===== src/design/sbpr_pkg.sv =====
// shared constants, types and helpers for the spectrum bar peak renderer
package sbpr_pkg;

  localparam int unsigned NumBands     = 16;
  localparam int unsigned BandIdxW     = 4;
  localparam int unsigned BandWidthLog = 2;
  localparam int unsigned PanelSize    = 64;
  localparam int unsigned CoordW       = 6;
  localparam int unsigned LevelW       = 8;
  localparam int unsigned FillW        = 8;
  localparam int unsigned HeightW      = 6;
  localparam int unsigned PixelW       = 16;
  localparam int unsigned RgbW         = 24;
  localparam int unsigned ApbAddrW     = 3;
  localparam int unsigned ApbDataW     = 32;

  localparam logic [HeightW-1:0] LevelMax     = 6'd60;
  localparam logic [CoordW-1:0]  BarBaseRow   = 6'd60;
  localparam logic [CoordW-1:0]  ProgRowA     = 6'(PanelSize - 2);
  localparam logic [CoordW-1:0]  ProgRowB     = 6'(PanelSize - 1);
  localparam logic [PixelW-1:0]  White565     = 16'hFFFF;
  localparam logic [PixelW-1:0]  Black565     = 16'h0000;
  localparam logic [RgbW-1:0]    BarRgbReset  = 24'hFF7800;

  // register index, taken from paddr above the word offset
  localparam logic RegBarRgb = 1'b0;

  typedef enum logic {
    REQ_UPDATE = 1'b0,
    REQ_QUERY  = 1'b1
  } req_e;

  typedef struct packed {
    req_e                     req;
    logic [BandIdxW-1:0]      addr;
    logic [LevelW-1:0]        level;
    logic [CoordW-1:0]        x;
    logic [CoordW-1:0]        y;
    logic signed [FillW-1:0]  fill;
  } item_t;

  function automatic logic [PixelW-1:0] to_rgb565(input logic [RgbW-1:0] rgb);
    return {rgb[23:19], rgb[15:10], rgb[7:3]};
  endfunction

endpackage


===== src/design/spectrum_bar_peak_renderer.sv =====
// top level of the spectrum bar peak renderer: band store, pixel logic, apb register
//
//  channel | signals                                    | direction
//  --------+--------------------------------------------+----------
//  item in | start_i, busy_o, req_type_i .. fill_i      | in
//  result  | done_o, pixel_o, band_height_o, band_peak_o| out
//  config  | psel .. pwdata, prdata, pready              | apb
//
//  one item per clock; busy_o stays low
//  each result shows on done_o once its start has passed the input reg and the result reg
//  band height and peak live in flops, read at one address and written per update
//  reset clears heights, peaks and the pipeline and loads the default bar colour
//  the receiver cannot stall, so nothing ever backs up
module spectrum_bar_peak_renderer (
  input  logic                                  clk_i,
  input  logic                                  rst_ni,
  input  logic                                  start_i,
  output logic                                  busy_o,
  input  logic                                  req_type_i,
  input  logic [sbpr_pkg::BandIdxW-1:0]         band_i,
  input  logic [sbpr_pkg::LevelW-1:0]           level_i,
  input  logic [sbpr_pkg::CoordW-1:0]           x_i,
  input  logic [sbpr_pkg::CoordW-1:0]           y_i,
  input  logic signed [sbpr_pkg::FillW-1:0]     fill_i,
  output logic                                  done_o,
  output logic [sbpr_pkg::PixelW-1:0]           pixel_o,
  output logic [sbpr_pkg::HeightW-1:0]          band_height_o,
  output logic [sbpr_pkg::HeightW-1:0]          band_peak_o,
  input  logic                                  psel,
  input  logic                                  penable,
  input  logic                                  pwrite,
  input  logic [sbpr_pkg::ApbAddrW-1:0]         paddr,
  input  logic [sbpr_pkg::ApbDataW-1:0]         pwdata,
  output logic [sbpr_pkg::ApbDataW-1:0]         prdata,
  output logic                                  pready
);

  logic                              in_valid_q;
  sbpr_pkg::item_t                   in_q, in_d;
  logic [sbpr_pkg::RgbW-1:0]         bar_rgb_q;
  logic [sbpr_pkg::HeightW-1:0]      height_q [sbpr_pkg::NumBands];
  logic [sbpr_pkg::HeightW-1:0]      peak_q   [sbpr_pkg::NumBands];

  logic                              res_valid_q;
  logic [sbpr_pkg::PixelW-1:0]       pixel_q, pixel_d;
  logic [sbpr_pkg::HeightW-1:0]      res_h_q, res_h_d;
  logic [sbpr_pkg::HeightW-1:0]      res_p_q, res_p_d;

  logic                              accept;
  logic                              cfg_wr;
  logic [sbpr_pkg::HeightW-1:0]      rd_h, rd_p, upd_h, upd_p;
  logic                              is_prog, is_peak, is_bar;
  logic [sbpr_pkg::CoordW:0]         y_plus_p, y_plus_h;

  assign busy_o  = 1'b0;
  assign accept  = start_i && !busy_o;
  assign pready  = 1'b1;
  assign cfg_wr  = psel && penable && pwrite && pready &&
                   (paddr[sbpr_pkg::ApbAddrW-1] == sbpr_pkg::RegBarRgb);
  assign prdata  = (paddr[sbpr_pkg::ApbAddrW-1] == sbpr_pkg::RegBarRgb) ?
                   {{(sbpr_pkg::ApbDataW-sbpr_pkg::RgbW){1'b0}}, bar_rgb_q} : '0;

  // query reads the band of column x, update the addressed band
  always_comb begin
    in_d.req   = sbpr_pkg::req_e'(req_type_i);
    in_d.addr  = req_type_i ? x_i[sbpr_pkg::CoordW-1:sbpr_pkg::BandWidthLog] : band_i;
    in_d.level = level_i;
    in_d.x     = x_i;
    in_d.y     = y_i;
    in_d.fill  = fill_i;
  end

  always_ff @(posedge clk_i or negedge rst_ni) begin
    if (!rst_ni) begin
      in_valid_q <= 1'b0;
    end else begin
      in_valid_q <= accept;
    end
  end

  always_ff @(posedge clk_i) begin
    if (accept) begin
      in_q <= in_d;
    end
  end

  always_ff @(posedge clk_i or negedge rst_ni) begin
    if (!rst_ni) begin
      bar_rgb_q <= sbpr_pkg::BarRgbReset;
    end else if (cfg_wr) begin
      bar_rgb_q <= pwdata[sbpr_pkg::RgbW-1:0];
    end
  end

  assign rd_h = height_q[in_q.addr];
  assign rd_p = peak_q[in_q.addr];

  // saturate level, peak rises to height or decays by one
  always_comb begin
    upd_h = (in_q.level > {2'b00, sbpr_pkg::LevelMax}) ? sbpr_pkg::LevelMax
                                                       : in_q.level[sbpr_pkg::HeightW-1:0];
    if (upd_h > rd_p) begin
      upd_p = upd_h;
    end else if (rd_p != '0) begin
      upd_p = rd_p - 6'd1;
    end else begin
      upd_p = '0;
    end
  end

  always_comb begin
    y_plus_p = {1'b0, in_q.y} + {1'b0, rd_p};
    y_plus_h = {1'b0, in_q.y} + {1'b0, rd_h};
    is_prog  = ((in_q.y == sbpr_pkg::ProgRowA) || (in_q.y == sbpr_pkg::ProgRowB)) &&
               !in_q.fill[sbpr_pkg::FillW-1] &&
               ({2'b00, in_q.x} < in_q.fill);
    is_peak  = (rd_p != '0) && (y_plus_p == {1'b0, sbpr_pkg::BarBaseRow});
    is_bar   = (in_q.y <= sbpr_pkg::BarBaseRow) && (y_plus_h > {1'b0, sbpr_pkg::BarBaseRow});
  end

  always_comb begin
    case (in_q.req)
      sbpr_pkg::REQ_UPDATE: begin
        pixel_d = sbpr_pkg::Black565;
        res_h_d = upd_h;
        res_p_d = upd_p;
      end
      sbpr_pkg::REQ_QUERY: begin
        res_h_d = rd_h;
        res_p_d = rd_p;
        if (is_prog || is_peak) begin
          pixel_d = sbpr_pkg::White565;
        end else if (is_bar) begin
          pixel_d = sbpr_pkg::to_rgb565(bar_rgb_q);
        end else begin
          pixel_d = sbpr_pkg::Black565;
        end
      end
      default: begin
        pixel_d = sbpr_pkg::Black565;
        res_h_d = '0;
        res_p_d = '0;
      end
    endcase
  end

  always_ff @(posedge clk_i or negedge rst_ni) begin
    if (!rst_ni) begin
      for (int i = 0; i < sbpr_pkg::NumBands; i++) begin
        height_q[i] <= '0;
        peak_q[i]   <= '0;
      end
    end else if (in_valid_q && (in_q.req == sbpr_pkg::REQ_UPDATE)) begin
      height_q[in_q.addr] <= upd_h;
      peak_q[in_q.addr]   <= upd_p;
    end
  end

  always_ff @(posedge clk_i or negedge rst_ni) begin
    if (!rst_ni) begin
      res_valid_q <= 1'b0;
    end else begin
      res_valid_q <= in_valid_q;
    end
  end

  always_ff @(posedge clk_i) begin
    if (in_valid_q) begin
      pixel_q <= pixel_d;
      res_h_q <= res_h_d;
      res_p_q <= res_p_d;
    end
  end

  assign done_o        = res_valid_q;
  assign pixel_o       = pixel_q;
  assign band_height_o = res_h_q;
  assign band_peak_o   = res_p_q;

  a_done_follows_start: assert property (@(posedge clk_i) disable iff (!rst_ni)
    accept |=> ##1 done_o)
    else $error("item accepted without a result two cycles later");

  a_no_stray_done: assert property (@(posedge clk_i) disable iff (!rst_ni)
    done_o |-> $past(in_valid_q))
    else $error("result strobe without an item in the input register");

  a_height_range: assert property (@(posedge clk_i) disable iff (!rst_ni)
    done_o |-> (band_height_o <= sbpr_pkg::LevelMax) && (band_peak_o <= sbpr_pkg::LevelMax))
    else $error("band height or peak above the saturation limit");

  a_update_black: assert property (@(posedge clk_i) disable iff (!rst_ni)
    in_valid_q && (in_q.req == sbpr_pkg::REQ_UPDATE) |=> pixel_o == sbpr_pkg::Black565)
    else $error("update item gave a nonzero pixel");

endmodule


===== config.mk =====
export PLATFORM = sky130hd
export DESIGN_NAME = spectrum_bar_peak_renderer
export DESIGN_NICKNAME = d
export VERILOG_FILES = /design/src/design/sbpr_pkg.sv /design/src/design/spectrum_bar_peak_renderer.sv
export SDC_FILE = /design/constraint.sdc
export NUM_CORES = 1
export LEC_CHECK = 0
export ABC_AREA = 1
export BUFFER_PORTS_ARGS = -buffer_cell sky130_fd_sc_hd__buf_2
export CAP_MARGIN = 20
export CORE_MARGIN = 10
export CORE_UTILIZATION = 40
export DETAILED_ROUTE_END_ITERATION = 8
export MAX_ROUTING_LAYER = met4
export SLEW_MARGIN = 15
export SYNTH_ARGS = -nofsm -noshare
export SYNTH_HDL_FRONTEND = slang
export SYNTH_SLANG_ARGS = --single-unit
export TNS_END_PERCENT = 1

===== constraint.sdc =====
create_clock -name clk_i -period 3.6 [get_ports clk_i]
set_input_delay 0.72 -clock clk_i [delete_from_list [all_inputs] [get_ports clk_i]]
set_output_delay 0.72 -clock clk_i [all_outputs]
set_load 0.03 [all_outputs]

==> summary.md, run 1 <==
| Metric | Value |
|---|---|
| ANT nets after route | 0 |
| Drc violations | 0 |
| Min-delay worst type | in2async |
| Place WS | -0.116 ns |
| TritonCTS clock tree | done |
| Non-Filler Instances | 2185 |
| Num CTS Buffers | 30 |
| Crit path max fanout | 16 |
| Multi-input gate area | 5330 sq um |
| Starting Density | 0.406 |
| Crit path DAT | 3.77 ns |
| CP endpoint kind | register |
| Mapped Area | 13200 sq um |
| # rows | 66 |
| Achievable Freq | 291 MHz |
| Ports | 137 |
| RSZ-0062 raised after global routing | true |
| Detailed Place HPWL | 25300 um |
| Root buffer cell | clkbuf_16 |
| Final hold vios | 0 |
| Vias | 11000 |
| Vias in the first global route | 11000 |
| Worst setup margin | 0.161 ns |
| DRT iter0 DRCs | 925 |
| Gr usage total | 0.188 |
| Slew Limit Fails | 0 |
| Maximum vdd drop | 0.000399 V |
| # port buffers | 116 |
| CP startpoint | in_q[29] |
| WS Path Type | reg2reg |
| Antenna Cells | 0 |
| Flops & latches, synth | 279 |
| Insertion delay to the later sink of the worst-skew pair | 0.57 ns |
| P_leak | 8.07 nW |
| Die height | 202 um |
| Routability cong. | 0.870 |
| Max-slew headroom | 0.409 |
| Syn Area/Cell | 8.39 sq um |
| Bufs on Longest Clock Path | 3 |
| Status | complete, no violations |
| CP Data Required Time | 3.93 ns |
| Ys Warns | 0 |
| Final instance area | 15800 sq um |
| Fillers | 3128 |
| Post-Route WL | 37600 um |
| Most instantiated library cell after synthesis | nand2_1 |
| Avg Vias per Cell | 5.02 |
| Tcrit/Tclk final | 0.955 |
| Max_cap viols | 0 |
| Top FF cell, synth | dfrtp_1 |
| Dpl cell area | 14600 sq um |
| Die area | 40800 sq um |
| Commonest cells in the netlist | nand2_1, dfrtp_1, o21ai_0 |
| Yosys top cell area share | 0.389 |
| Origin of the critical flop-to-flop path | in_q[29] |
| DIE WIDTH | 202 um |
| Synth Instances | 1579 |
| # clock sinks | 279 |
| Area Growth Syn to Fin | 19.5% |
| Post-synthesis async set-or-reset flop share | 0.781 |
| PD cells | 691 nW/um^2 |
| Core footprint | 32600 sq um |
| H-tree depth | 1 |
| Post-route minimum period | 3.44 ns |
| Final Setup Violations | 0 |
| Fin Clk Skew | 0.0208 ns |
| Worst-path clk slew | 0.06 ns |
| Top post-synthesis cells by area | dfrtp_1, nand2_1, edfxtp_1, o21ai_0, inv_1 |
| Antenna violations before repair | 0 |
| Layout cell share with drive strength beyond 1 | 0.164 |
| Wirelength per Cell | 17.2 um |
| Dominant cell type by area after synthesis | dfrtp_1 |
| Nets | 1820 |
| Least-Margin Pin Slew | 0.886 ns |
| Synth cell types | 43 |
| Pin count of the biggest net entering global routing | 78 |
| Final Core Density | 0.485 |
| Setup_tns | 0 ns |
| Post-synth EDFFs | 61 |
| Sequential cell area fraction in the yosys report | 0.551 |
| Total grt overflow | 0 |
| Register area | 7300 sq um |
| First-pass detailed-route iteration total | 5 |
| Inst Count DP | 2120 |
| Setup crit start kind | register |
| First-pass GRT wire length | 60500 um |
final timing paths:
check	endpoint	slack, ns	depth (start not counted)
worst max register to register	pixel_o[5]	0.16	21
max in group asynchronous	height_q[39]	2.55	2
worst min register to register	peak_q[65]	0.48	2
worst min-delay path	height_q[77]	0.14	1
worst max-delay path	pixel_o[5]	0.16	21
min in group clk_i	in_q[6]	0.32	1
sequential cells by signal (all words and copies together), names as in the netlist:
register	count
height_q	96
peak_q	96
in_q	33
bar_rgb_q	24
pixel_o	16
band_height_o	6
band_peak_o	6
done_o	1
in_valid_q	1
routing by layer:
metal	track usage	vias to the layer above	part of all wire
met5	-	-	0
met4	0.0440	0	0.022
li1	-	5335	-
met3	0.0283	58	0.062
met1	0.258	5225	0.46
met2	0.287	352	0.45
critical path, cell delays in order, from the launching register on:
cell,delay (ns)
edfxtp_1,0.54
inv_2,0.10
nor2_4,0.14
buf_12,0.17
a22oi_1,0.08
a21oi_1,0.14
o21ai_1,0.09
nand3b_1,0.19
ha_2,0.22
inv_1,0.05
fa_2,0.34
nand3b_1,0.17
nand2_1,0.09
or2_2,0.11
nand3_2,0.08
nor2_4,0.10
nand4_1,0.14
buf_12,0.19
nand4_1,0.08
nand3_1,0.07
nand2_1,0.08
inv_1,0.04
power by group:
group	internal (mW)	switching (mW)	leakage [nW]	total [mW]
Clock	1.70	1.27	0.460	2.97
Sequential	4.18	0.487	3.36	4.66
Combinational	1.29	2.01	4.25	3.30
layout make-up:
type	count	area share
clock buffer	43	0.0537
clock inverter	13	0.00577
inverter	105	0.0254
multi-input combinational	1125	0.336
sequential	279	0.461
tap	442	0.0349
timing repair buffer	178	0.0825
cells by family after synthesis:
logic type      count (synthesis)  synth area share
flops                         279             0.551
compound gates                221            0.0952
simple gates                  859             0.259
other cells                     2          0.000567
xor+xnor                        4           0.00264
mux                             4           0.00340
buf+inv                       183            0.0609
fa+ha+maj                      27            0.0266
metrics by stage:
stage,power [mW],hold WS (ns)
global placement,7.77,0.462
detailed placement,7.87,0.465
global route,11.6,0.176
CTS,10.9,0.161
floorplan,6.74,0.424
finish,10.9,0.141
placed cells by master, fill, tap and decap left out, drive strengths merged, types with 3 or more instances in the layout:
cell      n
nor2     90
nand4    21
o21ai   112
nor3      5
buf     175
bufbuf    3
dfrtp   206
a21oi    53
conb     10
ha       25
mux2      4
nand2   695
a22oi    48
edfxtp   61
or3       4
or2       6
o21bai    3
nand3    34
clkbuf   43
nand3b    3
inv     104
clkinv   13
dfstp    12
timing repair:
item,4_1_cts,5_1_grt
hold buffers,0,0
setup buffers,4,0
gates resized for setup,9,33
endpoints found under the setup margin,16,118
pin swaps,4,5
gates cloned,3,0
No activity file was read; power rests on OpenSTA's default activity.
==> run 2, diff against run 1 <==
- CORE_MARGIN: 10 -> not set
- CTS_BUF_LIST: not set -> sky130_fd_sc_hd__clkbuf_8
- GPL_TIMING_DRIVEN: not set -> 0
==> summary.md, run 2 (same netlist as run 1, synthesis figures left out) <==
| Metric | Value |
|---|---|
| CP Data Required Time | 3.93 ns |
| PD cells | 670 nW/um^2 |
| Drc violations | 0 |
| ANT nets after route | 0 |
| Top flop regs | height_q (96), peak_q (96), in_q (33) |
| Wirelength per Cell | 17.1 um |
| Insertion delay to the later sink of the worst-skew pair | 0.60 ns |
| Fillers | 3172 |
| Worst path slowest cell | edfxtp_1 |
| Max-slew headroom | 0.374 |
| Core footprint | 32500 sq um |
| Min-delay worst type | in2async |
| # rows | 66 |
| Post-Route WL | 39000 um |
| WS Path Type | reg2reg |
| Final Core Density | 0.499 |
| Maximum vdd drop | 0.000295 V |
| Vias | 11400 |
| Crit path max fanout | 8 |
| DRT iter0 DRCs | 841 |
| # hold bufs at CTS | 0 |
| CP Cell Sequence | buf_8 -> inv_8 -> buf_12 -> nor2_4 -> buf_8 -> buf_4 -> a22oi_1 -> a21oi_1 -> or3_4 -> ha_4 -> a21oi_1 -> nand2_1 -> or2_2 -> nand3_4 -> nor2_4 -> nand2_2 -> nand2_4 -> clkbuf_4 -> nand4_1 -> nand3_1 -> nand2_1 -> inv_1 |
| Achievable Freq | 264 MHz |
| Crit-path max cell delay | 0.48 ns |
| Power Internal | 7.00 mW |
| Detailed Place HPWL | 26600 um |
| Place WS | -1.12 ns |
| Slew Limit Fails | 0 |
| Sw Share | 0.357 |
| Flop pwr share | 0.431 |
| Num CTS Buffers | 48 |
| Setup crit start kind | register |
| Power share of the clock group | 0.264 |
| H-tree depth | 2 |
| Gr usage total | 0.246 |
| Vias in the first global route | 11100 |
| Ports | 137 |
| CP endpoint kind | register |
| Pin count of the biggest net entering global routing | 101 |
| Tcrit/Tclk final | 1.05 |
| Final Total Pwr | 10.9 mW |
| Area Growth Syn to Fin | 22.6% |
| Failing checks | negative setup slack |
| # clock sinks | 279 |
| Avg Vias per Cell | 5.01 |
| Antenna Cells | 0 |
| Commonest cells after routing, fill and taps aside | nand2_1, dfrtp_1, inv_1, buf_2, o21ai_0 |
| Final Setup Violations | 20 |
| Worst-path clk slew | 0.06 ns |
| Antenna violations before repair | 0 |
| RSZ-0062 raised after global routing | true |
| Max_cap viols | 0 |
| Post-route minimum period | 3.79 ns |
| Crit path DAT | 4.12 ns |
| Root buffer cell | clkbuf_8 |
| P_leak | 8.35 nW |
| # port buffers | 115 |
| P_sw | 3.88 mW |
| DIE WIDTH | 184 um |
| First-pass detailed-route iteration total | 5 |
| First-pass GRT wire length | 62000 um |
| Final hold vios | 0 |
| Bufs on Longest Clock Path | 3 |
| Worst setup margin | -0.189 ns |
| Fin Clk Skew | 0.0439 ns |
| Starting Density | 0.407 |
| Least-Margin Pin Slew | 0.932 ns |
| Total grt overflow | 0 |
| Layout cell share with drive strength beyond 1 | 0.191 |
| Die area | 33900 sq um |
| Most common cell after layout, fill and taps aside | nand2_1 |
| Die height | 184 um |
| Status | finished with violations |
| Routability cong. | 0.892 |
| Nets | 1899 |
| TritonCTS clock tree | done |
| Comb pwr share | 0.306 |
-- run 2: cell types whose count changed in the layout (fill, tap and decap cells not counted), sizes merged --
cell	change
buf	+23
bufbuf	-3
bufinv	-1
clkbuf	+61
clkinv	-5
clkinvlp	+1
inv	+16
-- run 2: final timing paths --
kind | cells past startpoint | to | slack (ns) | startpoint
setup reg to reg | 22 | pixel_o[9] | -0.19 | in_q[28]
hold / removal | 1 | peak_q[59] | 0.02 | rst_ni
max in group asynchronous | 2 | bar_rgb_q[21] | 2.69 | rst_ni
min in group clk_i | 1 | in_q[10] | 0.32 | y_i[2]
hold reg to reg | 2 | bar_rgb_q[18] | 0.48 | bar_rgb_q[18]
setup / recovery | 22 | pixel_o[9] | -0.19 | in_q[28]
-- run 2: area by class of cell --
type / instances / area (sq um) / area share
Buffer: 78 / 631 / 0.0388
Clock buffer: 63 / 867 / 0.0534
Clock inverter: 24 / 101 / 0.00624
Inverter: 105 / 408 / 0.0251
Multi-Input combinational cell: 1125 / 5380 / 0.331
Sequential cell: 279 / 7300 / 0.450
Tap cell: 442 / 553 / 0.0340
Timing Repair Buffer: 161 / 998 / 0.0615
-- run 2: worst max-delay path: cells and delay by family, from the launching register on --
kind / cells / cell delay, ns
adders and majority gates: 1 / 0.24
DFF: 1 / 0.48
and+or+nand+nor: 11 / 1.39
AOI/OAI and AO/OA: 3 / 0.55
buffers and inverters: 7 / 0.86
-- run 2: what timing repair did --
action	4_1_cts	5_1_grt
gates resized for setup	85	28
hold endpoints to repair	0	0
pin swaps	17	13
setup endpoints to repair	130	113
buffers inserted	33	9
cloned	2	0
-- run 2: power by group through the flow --
stage          sequential [mW]  combinational (mW)  clock, mW
2_1_floorplan             4.68                2.06          0
3_3_place_gp              4.68                2.95          0
3_5_place_dp              4.71                3.01          0
4_1_cts                   4.67                3.25       2.93
5_1_grt                   4.78                3.74       3.09
6_report                  4.68                3.32       2.87
-- run 2: metrics by stage --
stage | hold slack (ns) | cells | area, sq um | TNS, ns
after floorplan | 0.424 | 1587 | 13300 | 0
after global placement | 0.462 | 2144 | 14400 | -486.57
after detailed placement | 0.466 | 2146 | 14500 | -50.47
after CTS | 0.00867 | 2268 | 16100 | -1.96
after global routing | 0.0282 | 2277 | 16200 | -15.16
final | 0.0234 | 2277 | 16200 | -2.77
-- run 2: routing by layer --
layer | vias up | GRT usage | share of wire
met5 | - | - | 0
met4 | 0 | 0.0910 | 0.028
met3 | 72 | 0.0477 | 0.064
met2 | 398 | 0.372 | 0.45
met1 | 5429 | 0.326 | 0.45
li1 | 5507 | - | -
==> run 3, diff against run 2 <==
- CTS_BUF_LIST: sky130_fd_sc_hd__clkbuf_8 -> sky130_fd_sc_hd__clkbuf_4
==> summary.md, run 3 (same netlist as run 1, synthesis figures left out) <==
| Metric | Value |
|---|---|
| Pin count of the biggest net entering global routing | 101 |
| Non-Filler Instances | 2322 |
| P_leak | 8.38 nW |
| Maximum vdd drop | 0.000292 V |
| RSZ-0062 raised after global routing | true |
| Core footprint | 32500 sq um |
| Origin of the critical flop-to-flop path | in_q[31] |
| Nets | 1931 |
| TritonCTS clock tree | done |
| # rows | 66 |
| Vias in the first global route | 11500 |
| Die height | 184 um |
| Post-Route WL | 39100 um |
| Num CTS Buffers | 79 |
| Achievable Freq | 265 MHz |
| Detailed Place HPWL | 26600 um |
| Avg Vias per Cell | 4.96 |
| Insertion delay to the later sink of the worst-skew pair | 0.71 ns |
| Setup crit start kind | register |
| ANT nets after route | 0 |
| Starting Density | 0.407 |
| PD cells | 670 nW/um^2 |
| First-pass GRT wire length | 62500 um |
| Antenna violations before repair | 1 |
| CP Data Required Time | 4.05 ns |
| First-pass detailed-route iteration total | 5 |
| Min-delay worst type | in2reg |
| Bufs on Longest Clock Path | 3 |
| Fin Clk Skew | 0.0618 ns |
| Max-slew headroom | 0.372 |
| Register area | 7300 sq um |
| Multi-input gate area | 5380 sq um |
| Status | finished with violations |
| Fillers | 3218 |
| Hold slack | 0.186 ns |
| Crit path DAT | 4.22 ns |
| Place WS | -1.12 ns |
| Routability cong. | 0.892 |
| Post-route minimum period | 3.77 ns |
| Root buffer cell | clkbuf_4 |
| Layout cell share with drive strength beyond 1 | 0.217 |
| DRT iter0 DRCs | 796 |
| Vias | 11500 |
| CP endpoint kind | register |
| Worst min-delay path startpoint | y_i[5] |
| Die area | 33900 sq um |
| Drc violations | 0 |
| Total grt overflow | 0 |
| Most common cell after layout, fill and taps aside | nand2_1 |
| Final Total Pwr | 10.9 mW |
| WS Path Type | reg2reg |
| Top flop regs | height_q (96), peak_q (96), in_q (33) |
| DIE WIDTH | 184 um |
| Least-Margin Pin Slew | 0.935 ns |
| Max_cap viols | 0 |
| Area Growth Syn to Fin | 22.9% |
| Final hold vios | 0 |
| Wirelength per Cell | 16.8 um |
| H-tree depth | 3 |
| Hold path cells | 1 |
| Slew Limit Fails | 0 |
| # clock sinks | 279 |
| Ports | 137 |
| Worst setup margin | -0.173 ns |
| Commonest cells after routing, fill and taps aside | nand2_1, dfrtp_1, clkbuf_4, buf_2, o21ai_0 |
| CP startpoint | in_q[31] |
| Final Setup Violations | 22 |
| Crit path max fanout | 10 |
| # port buffers | 115 |
| Gr usage total | 0.248 |
| Worst-path clk slew | 0.06 ns |
| Inst Count DP | 2146 |
| Failing checks | negative setup slack |
| Tcrit/Tclk final | 1.05 |
| Worst reg-to-reg path cell count | 19 |
-- run 3: final cells by class --
type / instances / area share
Clock buffer: 120 / 0.0554
Antenna cell: 1 / 0.000154
Sequential cell: 279 / 0.449
Clock inverter: 10 / 0.00454
Timing Repair Buffer: 162 / 0.0633
Tap cell: 442 / 0.0340
Multi-Input combinational cell: 1125 / 0.330
Inverter: 105 / 0.0251
Buffer: 78 / 0.0385
-- run 3: metal layers --
metal  wire length, um  global-route usage  vias up
met5                 0                   -        -
met4              1290               0.107        0
met3              2500              0.0565       91
met1             17600               0.319     5437
met2             17700               0.375      405
li1                  -                   -     5591
-- run 3: final timing paths --
path                       slack (ns)       endpoint
max                             -0.17    pixel_o[11]
min                              0.19       in_q[13]
max reg2reg                     -0.17    pixel_o[11]
min reg2reg                      0.48  bar_rgb_q[18]
max in group asynchronous        2.23  bar_rgb_q[21]
min in group asynchronous        0.51     peak_q[72]
-- run 3: where the power goes --
group | internal [mW] | switching, mW | leakage (nW)
clock network | 1.57 | 1.32 | 0.589
registers | 4.18 | 0.511 | 3.36
logic | 1.26 | 2.06 | 4.44
-- run 3: what timing repair did --
| action | in CTS | in global routing |
|---|---|---|
| pin swaps | 17 | 17 |
| hold buffers | 1 | 0 |
| setup endpoints to repair | 130 | 101 |
| cloned | 2 | 0 |
| buffers inserted | 33 | 9 |
| hold endpoints to repair | 42 | 0 |
| resized for setup | 84 | 29 |
-- run 3: critical path, cell delays in order, from the launching register on --
cell and delay (ns):
edfxtp_1 0.50, nor2_2 0.48, clkinv_2 0.31, a21oi_1 0.20, nand3b_1 0.24, ha_2 0.24
inv_2 0.04, fa_2 0.33, nand3b_1 0.16, nand2_1 0.08, or2_4 0.13, nand3_4 0.06
nor2_4 0.10, nand4_1 0.11, buf_6 0.16, buf_8 0.12, nand4_1 0.06, nand3_1 0.08
nand2_1 0.08, inv_1 0.04
-- run 3: stage by stage --
step	TNS [ns]	area, sq um	util
global placement	-486.57	14400	0.443
finish	-2.58	16300	0.500
detailed placement	-50.47	14500	0.445
floorplan	0	13300	-
global route	-15.48	16300	0.500
CTS	-2.23	16100	0.494
